### config.mk
export PLATFORM = sky130hd
export DESIGN_NAME = pbx_ram
export DESIGN_NICKNAME = d
export VERILOG_FILES = /design/src/sv/pbx_ram.sv
export SDC_FILE = /design/constraint.sdc
export NUM_CORES = 1
export LEC_CHECK = 0
export ABC_AREA = 1
export BUFFER_PORTS_ARGS = -buffer_cell sky130_fd_sc_hd__clkbuf_2
export CAP_MARGIN = 10
export CORE_UTILIZATION = 30
export CTS_CLUSTER_SIZE = 14
export DETAILED_ROUTE_END_ITERATION = 6
export PLACE_DENSITY = 0.49
export RECOVER_POWER = 100
export SYNTH_ARGS = -nofsm -noshare
export SYNTH_HDL_FRONTEND = slang
export SYNTH_SLANG_ARGS = --single-unit
### constraint.sdc
create_clock -name clk_i -period 3.06 [get_ports clk_i]
set_clock_uncertainty 0.05 [all_clocks]
set_input_delay 0.306 -clock clk_i [delete_from_list [all_inputs] [get_ports clk_i]]
set_output_delay 0.306 -clock clk_i [all_outputs]
set_load 0.01 [all_outputs]
### src/sv/pbx_ram.sv
`timescale 1ns / 1ps
// ----------------------------------------------------------------------------
// pbx_ram: generic single-port-write, single-port-read RAM
// One write and one registered read per cycle.
// ----------------------------------------------------------------------------
module pbx_ram #(
  parameter int unsigned WIDTH = 32,
  parameter int unsigned DEPTH = 32
) (
  input  logic                                          clk_i,
  input  logic                                          we_i,
  input  logic [((DEPTH > 1) ? $clog2(DEPTH) : 1)-1:0]  waddr_i,
  input  logic [WIDTH-1:0]                              wdata_i,
  input  logic                                          re_i,
  input  logic [((DEPTH > 1) ? $clog2(DEPTH) : 1)-1:0]  raddr_i,
  output logic [WIDTH-1:0]                              rdata_o
);

  logic [WIDTH-1:0] mem_q [DEPTH];
  logic [WIDTH-1:0] rdata_q;

  always_ff @(posedge clk_i) begin
    if (we_i) begin
      mem_q[waddr_i] <= wdata_i;
    end
    if (re_i) begin
      rdata_q <= mem_q[raddr_i];
    end
  end

  assign rdata_o = rdata_q;

endmodule

==> key figures <==
Logic synthesis
  • Part of the Yosys area used for sequential elements: 74.22%
  • Area leader, netlist: edfxtp_1
  • Total of warnings raised by yosys: 0
  • Share of the synthesized area in the top cell type: between 70% and 80%
  • Syn Area/Cell: 12.08 sq um
  • Synth Instances: 3536
  • Synthesized cell area: 42730 sq um
  • Flop and latch count out of synthesis: 1056
  • Synth area leaders: edfxtp_1, nand2_1, nand3_1
  • Synth cell types: 13
  • Synth Net Count: 3581

CTS
  • Num CTS Buffers: approximately 110
  • Clk_lat worst skew: 0.70 ns
  • Clock-pin slew on the worst setup and hold paths: around 0.060 ns
  • Clock Sinks: between 1000 and 1500
  • Number of setup buffers added after CTS: 0
  • Post-CTS Hold Fix Bufs: 0
  • H-tree Lvls: 3
  • Root Buffer: clkbuf_16
  • CTS tree: done
  • Clock Path Buffers: 3
  • Post_cts resized: 0

Critical path
  • CP arrival: 2.61 ns
  • CP max-delay cell: clkbuf_1
  • Crit Path Category: primary input to flop
  • Worst r2r dst: rdata_o[31]
  • Cell chain of the critical path: clkbuf_2 -> inv_1 -> nand3_1 -> nor2_1 -> clkbuf_1
  • R2R setup slack: about 1.6 ns
  • RR Startpoint: mem_q[20][31]
  • CP Capture Type: flop
  • Req. time, crit path: 3.28 ns
  • CP startpoint kind: primary input
  • Crit Path Max Fanout: 16
  • Crit path largest cell delay: 1.27 ns
  • Reg2reg path depth: 8

Place
  • IO Port Bufs: 76
  • Gp weighted congestion: 0.7457
  • Dpl hpwl: 64130 um
  • Dpl ws: 0.7436 ns

Outcome
  • Outcome: complete, but fails checks
  • Failing checks: capacitance limit, slew limit

Power
  • Lkg Pwr: 0.01715 uW
  • PD cells: 635.3 nW/um^2
  • Peak supply drop: 0.4566 mV

Finish
  • Share of cells above drive strength 1: 7.052%
  • Commonest non-fill, non-tap cells in the layout: nand2_1, edfxtp_1, nand3_1, clkbuf_1, clkbuf_16
  • Fillers: 13944
  • Commonest non-fill, non-tap cell in the layout: nand2_1
  • # nets final: 3656
  • Synth-to-Final Area Change: 13.34%

Route
  • Per-cell routed wire length: 22.74 um
  • Routed Antenna Nets: 0
  • DRC: 0
  • Vias per cell: 4.817
  • Post-Route WL: 127200 um
  • DR vias: 26939
  • Detailed Route Iter0 Violations: 2395
  • 1st-pass router iterations: 5

Floorplanning
  • DIE HEIGHT: 379.4 um
  • Core Area: 141400 sq um
  • DIE AREA: between 100000 and 150000 sq um
  • Starting Density: 30.21%
  • Die W: between 300 and 400 um
  • I/O pin cnt: 77
  • FP Rows: 138

Global routing
  • Largest net degree at the start of global routing: 112
  • Final global-route overflow total: 0
  • GRT Overall Usage: roughly 18%
  • Vias in the first global route: 26146
  • Initial antenna violation count: 4
  • First-pass GRT wire length: 184900 um

STA
  • Unrepaired setup endpoints after global routing: no
  • Slew @ Worst Pin: roughly 1.9 ns
  • FMAX: 420.0 MHz
  • Setup TNS Final: 0 ns
  • Final Slew Violations: 477
  • Fin. Hold Viols: 0
  • Final worst path period need: between 2 and 2.5 ns
  • Final period util: 77.81%
  • Slew HR: -23.91%
  • Setup ws final: 0.6791 ns
  • Setup violators final: 0

Worst hold path
  • Cells on Worst Hold Path: 8
  • Hold path start: raddr_i[1]
  • Hold path endpoint: rdata_o[7]
  • Hold Crit Class: primary input to flop

Run
  • Maxcap violations: 18
[logic make-up (layout without fill, tap and decap cells)]
group | count (synthesis) | after routing | share of synthesized area (%)
buf+inv | 228 | 393 | 3.713
flops | 1056 | 1056 | 74.22
other cells | 0 | 2 | 0
simple gates | 2252 | 2252 | 22.07
[layer usage]
| metal | part of all wire (%) | vias to the layer above | GRT usage [%] | wire, um |
|---|---|---|---|---|
| li1 | - | 12526 | - | - |
| met1 | 44 | 13552 | 23.69 | 56500 |
| met2 | 49 | 670 | 29.81 | 61910 |
| met3 | 4.7 | 183 | 2.432 | 5979 |
| met4 | 2.2 | 8 | 4.565 | 2742 |
| met5 | 0.038 | - | 0 | 48 |
[worst max-delay path, delay by kind of cell]
family	cells	cell delay, ns
buf+inv	3	1.43
simple gates	2	0.84
[cell usage after synthesis (all sizes together)]
cell type / n
nand2: 1440
edfxtp: 1056
nand3: 780
buf: 194
nor2: 32
clkbuf: 24
inv: 10
[state kept, by name, summed over array words and instances (netlist names)]
name	count
mem_q	1024
rdata_o	32
[final cells by class]
cell class	count	area, sq um	share of cell area [%]
well taps	1890	2365	4.883
flip-flops and latches	1056	31710	65.48
inverters	10	67.56	0.1395
repair buffers	179	1320	2.726
clock buffers	139	2925	6.041
clock inverters	65	440.4	0.9094
multi-input cells	2252	9594	19.81
diodes	2	5.005	0.01033
[through the flow]
| step | utilization, % | instances | hold slack, ns | area [sq um] | power [uW] |
|---|---|---|---|---|---|
| finish | 34.25 | 5593 | 0.2460 | 48430 | 30770 |
| global route | 34.24 | 5591 | 0.2883 | 48420 | 31770 |
| CTS | 34.55 | 5591 | 0.06109 | 48860 | 31090 |
| detailed placement | 32.17 | 5387 | 0.6828 | 45490 | 18430 |
| global placement | 32.17 | 5387 | 0.6906 | 45490 | 18430 |
| floorplan | - | 3536 | 0.3549 | 42730 | 17620 |
[power by group]
group          switching [uW]  internal (uW)  total (uW)  leakage [uW]
sequential               67.9          16200       16200       0.00955
clock                    5610           7080       12700       0.00164
combinational            1380            466        1850       0.00596
total                    7060          23700       30800        0.0172
[how the worst max path moves through the flow]
stage	depth (start not counted)	slack, ns	to	start
after CTS	1	1.23	rdata_o[21]	rdata_o[21]
after floorplan	3	0.63	mem_q[0][0]	waddr_i[0]
after detailed placement	11	0.74	rdata_o[1]	raddr_i[0]
after global placement	11	0.70	rdata_o[1]	raddr_i[0]
final	5	0.68	mem_q[14][14]	waddr_i[0]
after global routing	6	0.62	mem_q[29][14]	waddr_i[1]
Note: power is estimated with default switching activity, not from simulation.
