**src/sv/pbx_pkg.sv**
```systemverilog
`timescale 1ns / 1ps
// ----------------------------------------------------------------------------
// pbx_pkg: shared types and constants for the PCR bank
// Transaction payloads, response codes and SHA-1 constants.
// ----------------------------------------------------------------------------
package pbx_pkg;

  typedef struct packed {
    logic        operation;
    logic [7:0]  pcr_sel;
    logic [63:0] extend_hi;
    logic [63:0] extend_mid;
    logic [31:0] extend_lo;
  } in_t;

  typedef struct packed {
    logic        status;
    logic [63:0] value_hi;
    logic [63:0] value_mid;
    logic [31:0] value_lo;
    logic [7:0]  response_tag;
    logic [4:0]  response_length;
  } out_t;

  localparam int unsigned DigestW = 160;
  localparam int unsigned BlockW  = 512;
  localparam int unsigned RoundW  = 7;

  localparam logic OpRead   = 1'b0;
  localparam logic OpExtend = 1'b1;

  localparam logic StatusDone  = 1'b0;
  localparam logic StatusRange = 1'b1;

  localparam logic [7:0] RespTag = 8'hC4;
  localparam logic [4:0] RespLen = 5'd30;

  // padding word and bit length of the 40-byte message
  localparam logic [31:0] PadWord = 32'h8000_0000;
  localparam logic [31:0] MsgBits = 32'd320;

  localparam logic [31:0] H0 = 32'h6745_2301;
  localparam logic [31:0] H1 = 32'hEFCD_AB89;
  localparam logic [31:0] H2 = 32'h98BA_DCFE;
  localparam logic [31:0] H3 = 32'h1032_5476;
  localparam logic [31:0] H4 = 32'hC3D2_E1F0;

  localparam logic [31:0] K0 = 32'h5A82_7999;
  localparam logic [31:0] K1 = 32'h6ED9_EBA1;
  localparam logic [31:0] K2 = 32'h8F1B_BCDC;
  localparam logic [31:0] K3 = 32'hCA62_C1D6;

  localparam logic [RoundW-1:0] RoundPhase1 = 7'd20;
  localparam logic [RoundW-1:0] RoundPhase2 = 7'd40;
  localparam logic [RoundW-1:0] RoundPhase3 = 7'd60;
  localparam logic [RoundW-1:0] RoundLast   = 7'd79;

endpackage

```
**src/sv/pbx_sha1_core.sv**
```systemverilog
`timescale 1ns / 1ps
// ----------------------------------------------------------------------------
// pbx_sha1_core: iterative SHA-1 compression
// One round per cycle over a 16-word schedule window, then the final add.
// ----------------------------------------------------------------------------
module pbx_sha1_core (
  input  logic                         clk_i,
  input  logic                         rst_ni,
  input  logic                         start_i,
  input  logic [pbx_pkg::BlockW-1:0]   block_i,
  output logic                         done_o,
  output logic [pbx_pkg::DigestW-1:0]  digest_o
);

  typedef enum logic [1:0] {
    CoreIdle,
    CoreRound,
    CoreFinal
  } core_state_e;

  core_state_e                   state_q;
  logic [pbx_pkg::RoundW-1:0]    cnt_q;
  logic [15:0][31:0]             win_q;
  logic [31:0]                   a_q, b_q, c_q, d_q, e_q;
  logic                          done_q;
  logic [pbx_pkg::DigestW-1:0]   digest_q;

  logic [31:0] f_w, k_w, t_w, sched_w, mix_w;

  always_comb begin
    priority if (cnt_q < pbx_pkg::RoundPhase1) begin
      f_w = (b_q & c_q) | (~b_q & d_q);
      k_w = pbx_pkg::K0;
    end else if (cnt_q < pbx_pkg::RoundPhase2) begin
      f_w = b_q ^ c_q ^ d_q;
      k_w = pbx_pkg::K1;
    end else if (cnt_q < pbx_pkg::RoundPhase3) begin
      f_w = (b_q & c_q) | (b_q & d_q) | (c_q & d_q);
      k_w = pbx_pkg::K2;
    end else begin
      f_w = b_q ^ c_q ^ d_q;
      k_w = pbx_pkg::K3;
    end
  end

  assign t_w     = {a_q[26:0], a_q[31:27]} + f_w + e_q + k_w + win_q[0];
  assign mix_w   = win_q[13] ^ win_q[8] ^ win_q[2] ^ win_q[0];
  assign sched_w = {mix_w[30:0], mix_w[31]};

  always_ff @(posedge clk_i or negedge rst_ni) begin
    if (!rst_ni) begin
      state_q <= CoreIdle;
      cnt_q   <= '0;
      done_q  <= 1'b0;
    end else begin
      done_q <= 1'b0;
      unique case (state_q)
        CoreIdle: begin
          if (start_i) begin
            for (int j = 0; j < 16; j++) begin
              win_q[j] <= block_i[pbx_pkg::BlockW-1-32*j -: 32];
            end
            a_q     <= pbx_pkg::H0;
            b_q     <= pbx_pkg::H1;
            c_q     <= pbx_pkg::H2;
            d_q     <= pbx_pkg::H3;
            e_q     <= pbx_pkg::H4;
            cnt_q   <= '0;
            state_q <= CoreRound;
          end
        end
        CoreRound: begin
          for (int j = 0; j < 15; j++) begin
            win_q[j] <= win_q[j+1];
          end
          win_q[15] <= sched_w;
          a_q <= t_w;
          b_q <= a_q;
          c_q <= {b_q[1:0], b_q[31:2]};
          d_q <= c_q;
          e_q <= d_q;
          cnt_q <= cnt_q + 1'b1;
          if (cnt_q == pbx_pkg::RoundLast) begin
            state_q <= CoreFinal;
          end
        end
        CoreFinal: begin
          digest_q <= {a_q + pbx_pkg::H0, b_q + pbx_pkg::H1, c_q + pbx_pkg::H2,
                       d_q + pbx_pkg::H3, e_q + pbx_pkg::H4};
          done_q   <= 1'b1;
          state_q  <= CoreIdle;
        end
        default: begin
          state_q <= CoreIdle;
        end
      endcase
    end
  end

  assign done_o   = done_q;
  assign digest_o = digest_q;

endmodule

```
**config.mk**
```make
export PLATFORM = sky130hd
export DESIGN_NAME = pbx_sha1_core
export DESIGN_NICKNAME = d
export VERILOG_FILES = /design/src/sv/pbx_pkg.sv /design/src/sv/pbx_sha1_core.sv
export SDC_FILE = /design/constraint.sdc
export NUM_CORES = 2
export LEC_CHECK = 0
export BUFFER_PORTS_ARGS = -buffer_cell sky130_fd_sc_hd__buf_2
export CAP_MARGIN = 5
export CORE_MARGIN = 1
export CORE_UTILIZATION = 45
export CTS_CLUSTER_DIAMETER = 30
export DETAILED_ROUTE_END_ITERATION = 16
export MAX_ROUTING_LAYER = met4
export PLACE_DENSITY = 0.73
export SLEW_MARGIN = 20
export SYNTH_ARGS = -nofsm -noshare
export SYNTH_HDL_FRONTEND = slang
export SYNTH_SLANG_ARGS = --single-unit
```
**constraint.sdc**
```tcl
create_clock -name clk_i -period 34.1 [get_ports clk_i]
set_clock_uncertainty 0.2 [all_clocks]
set_input_delay 6.82 -clock clk_i [delete_from_list [all_inputs] [get_ports clk_i]]
set_output_delay 6.82 -clock clk_i [all_outputs]
set_load 0.01 [all_outputs]
```
==> impl_metrics.tcl <==
set metrics [dict create \
    status "finished clean" \
    cts_max_path_buffers 3 \
    p_total_mw 7.39 \
    post_cts_buffers 0 \
    synth_top_family_by_area "simple AND/OR/NAND/NOR gates" \
    final_common_cell "nand2_1" \
    cts-root-buf "clkbuf_16" \
    syn_inst 3853 \
    avgRoutedWirePerCell_um 21.8 \
    wirelength_mm 131 \
    core-area_um2 91800 \
    path_buf_inv 5 \
    drc 0 \
    crit_chain "buf_2, o21bai_1, inv_1, and2_4, buf_4, buf_4, buf_4" \
    utilization_pct 57.2 \
    antenna_left 0 \
    ys.flop_type "edfxtp_1" \
    rsz0062_at_grt "false" \
    async_flop_share_pct 1.19 \
    cp_common_cell "buf_4" \
    maxCapViolCount 0 \
    switching_share_pct 41.5 \
    die_area_um2 94100 \
    comb_power_share_pct 51.2 \
    post-route-period-util_pct 31.0 \
    firstDrtPassIters 6 \
    ir_worst_vdd_mv 0.148 \
    drive_gt1_share_pct 22.3 \
    yosys.area_share.simple_pct 18.8 \
    synthMuxAreaShare_pct 0.775 \
    nNetsFinal 5260 \
    clock-sinks 842 \
    path_depth 7 \
    ys_ff_latch 842 \
    area_growth_pct 25.7 \
    min_period_ps 10580 \
    power_leakage_nw 22.6 \
    setup_viol 0 \
    num_vias 31200 \
    power.internal_mw 4.32 \
    synth_xor_area_share_pct 5.28 \
    whs_ps 294 \
    placed_area_um2 46400 \
    grt_pass1_vias 30200 \
    drv_slew 0 \
    p_switching_mw 3.07 \
    numCtsBuffers 175 \
    crit_arrival_ps 10750 \
    die_width_um 307 \
    viasPerCell 5.19 \
    path_delay_family "buffers and inverters" \
    crit_required_ps 34270 \
    ys_seq_area_share_pct 60.4 \
    cp_max_fo 87 \
    seq_power_share_pct 25.6 \
    cts_tree "built" \
    grt_max_degree 198 \
    syn_area_um2 41800 \
    synth-compound-area-share_pct 4.67 \
    slew_headroom_pct 27.0 \
    min_path_type "reg2reg" \
    p_per_area_nw_per_um2 141 \
    p_clk_share_pct 23.2 \
    io_pins 676 \
    grt_overflow 0 \
    clk_latency_ps 780 \
    clkSlewWorstSetupHoldPaths_ps 50 \
    gr-usage-all-layers_pct 28.5 \
    ctsHoldBuffers 0 \
    criticalPathCategory "in2reg" \
    rr_worst_depth 20 \
    hold_violations 0 \
    synth-edff-count 832 \
    final_cell_area_um2 52500 \
    rows 111 \
    antenna_found_initial 41 \
    max_freq_ghz 0.0945 \
    cp-start-kind "primary input" \
    gp_congestion 0.981 \
    synth_fp_nets 4532 \
    critPathMaxStageDelay_ps 950 \
    h-tree-depth 4 \
    synth-adder-area-share_pct 7.06 \
    drtIter0Drc 3253 \
    cpMaxStageDelayCell "buf_4" \
    portBuffers 675 \
    endpoint_kind "register" \
    ctsResizeCount 0 \
    min_path_cells 2 \
    die_y_um 307 \
    ys_types 83 \
    worst_slew_pin_slew_ps 1090 \
    grt_pass1_wl_mm 188 \
    yosysWarnings 0 \
    setup_tns_ps 0 \
    syn_area_per_cell_um2 10.8 \
    start_util_pct 45.5 \
    dpl.hpwl_mm 97.5 \
    layout_common_cells "1593 x nand2_1, 832 x edfxtp_1, 675 x buf_2" \
]
## power by group through the flow
stage,registers [mW],clock network (mW),logic (mW)
after floorplan,1.85,0,2.84
after global placement,1.90,0,3.67
after detailed placement,1.90,0,3.74
after CTS,1.89,1.72,3.78
after global routing,1.91,1.78,4.27
final,1.89,1.71,3.78
## cell usage after synthesis (5+ instances only)
master / count / share of area (%)
a31oi_1: 12 / 0.18
nand3_1: 25 / 0.30
mux2i_1: 20 / 0.48
clkbuf_1: 135 / 1.2
a21o_1: 26 / 0.47
mux2_2: 11 / 0.30
o21ai_0: 73 / 0.87
nand2_1: 1593 / 14
a21oi_1: 52 / 0.62
nand2b_1: 61 / 0.91
o21a_1: 9 / 0.16
a221o_1: 11 / 0.26
and3_1: 9 / 0.13
inv_1: 182 / 1.6
ha_1: 44 / 1.3
nor2_1: 130 / 1.2
o221ai_1: 5 / 0.10
xnor2_1: 198 / 4.1
and2_1: 57 / 0.85
o22ai_1: 13 / 0.19
nor4_1: 7 / 0.10
nor3_1: 30 / 0.36
dfrtp_1: 10 / 0.60
o31ai_1: 7 / 0.13
buf_1: 11 / 0.099
xor2_1: 54 / 1.1
o21ai_1: 9 / 0.11
fa_1: 120 / 5.7
edfxtp_1: 832 / 60
nor2b_1: 7 / 0.10
or3_1: 5 / 0.075
o21bai_1: 7 / 0.13
## layout make-up
type / count / area [um^2]
Fill cell: 7648 / 39300
Sequential cell: 842 / 25200
Multi-Input combinational cell: 2677 / 15300
Clock buffer: 197 / 4520
Timing Repair Buffer: 702 / 3640
Tap cell: 1243 / 1560
Clock inverter: 133 / 1490
Inverter: 183 / 687
Antenna cell: 29 / 72.6
## worst register-to-register path: stages, from the launching register on
cell and delay (ps):
dfrtp_1 480, and3_1 250, nor3_2 150, buf_4 360, nor2_2 70, buf_4 240
inv_2 430, o221ai_1 360, fa_1 560, fa_1 500, inv_1 60, ha_1 210
fa_1 500, a211oi_2 240, o21ai_0 180, and4_1 270, o31ai_2 470, o21a_1 210
o21a_1 210, o221ai_1 190, mux2i_1 150
## layer usage
layer	track usage (%)	wire length [um]
met1	35.2	49800
met2	45.7	64200
met3	5.63	11600
met4	12.0	5490
met5	-	0
## state kept, by name, summed over array words and instances (netlist names)
register and flops:
a_q 32, digest_o 160, state_q 2, b_q 32, d_q 32, cnt_q 7
win_q 512, c_q 32, done_o 1, e_q 32
## final timing paths
path / slack, ps / endpoint / startpoint
max: 23520 / win_q[345] / start_i
min: 290 / win_q[434] / win_q[466]
max reg2reg: 27540 / a_q[31] / cnt_q[4]
min reg2reg: 290 / win_q[434] / win_q[466]
max in group asynchronous: 27780 / cnt_q[6] / rst_ni
min in group asynchronous: 5710 / cnt_q[0] / rst_ni
## logic make-up after synthesis
| logic type | count (synthesis) |
|---|---|
| muxes | 31 |
| buffers and inverters | 334 |
| AOI/OAI and AO/OA | 281 |
| adders and majority gates | 164 |
| DFF | 842 |
| xor gates and xnor gates | 252 |
| and+or+nand+nor | 1949 |
## through the flow
step	cells	worst slack [ps]
after floorplan	3853	10640
after global placement	5645	22790
after detailed placement	5645	22700
after CTS	5975	23530
after global routing	6000	23280
final	6006	23520
Note: power is estimated with default switching activity, not from simulation.
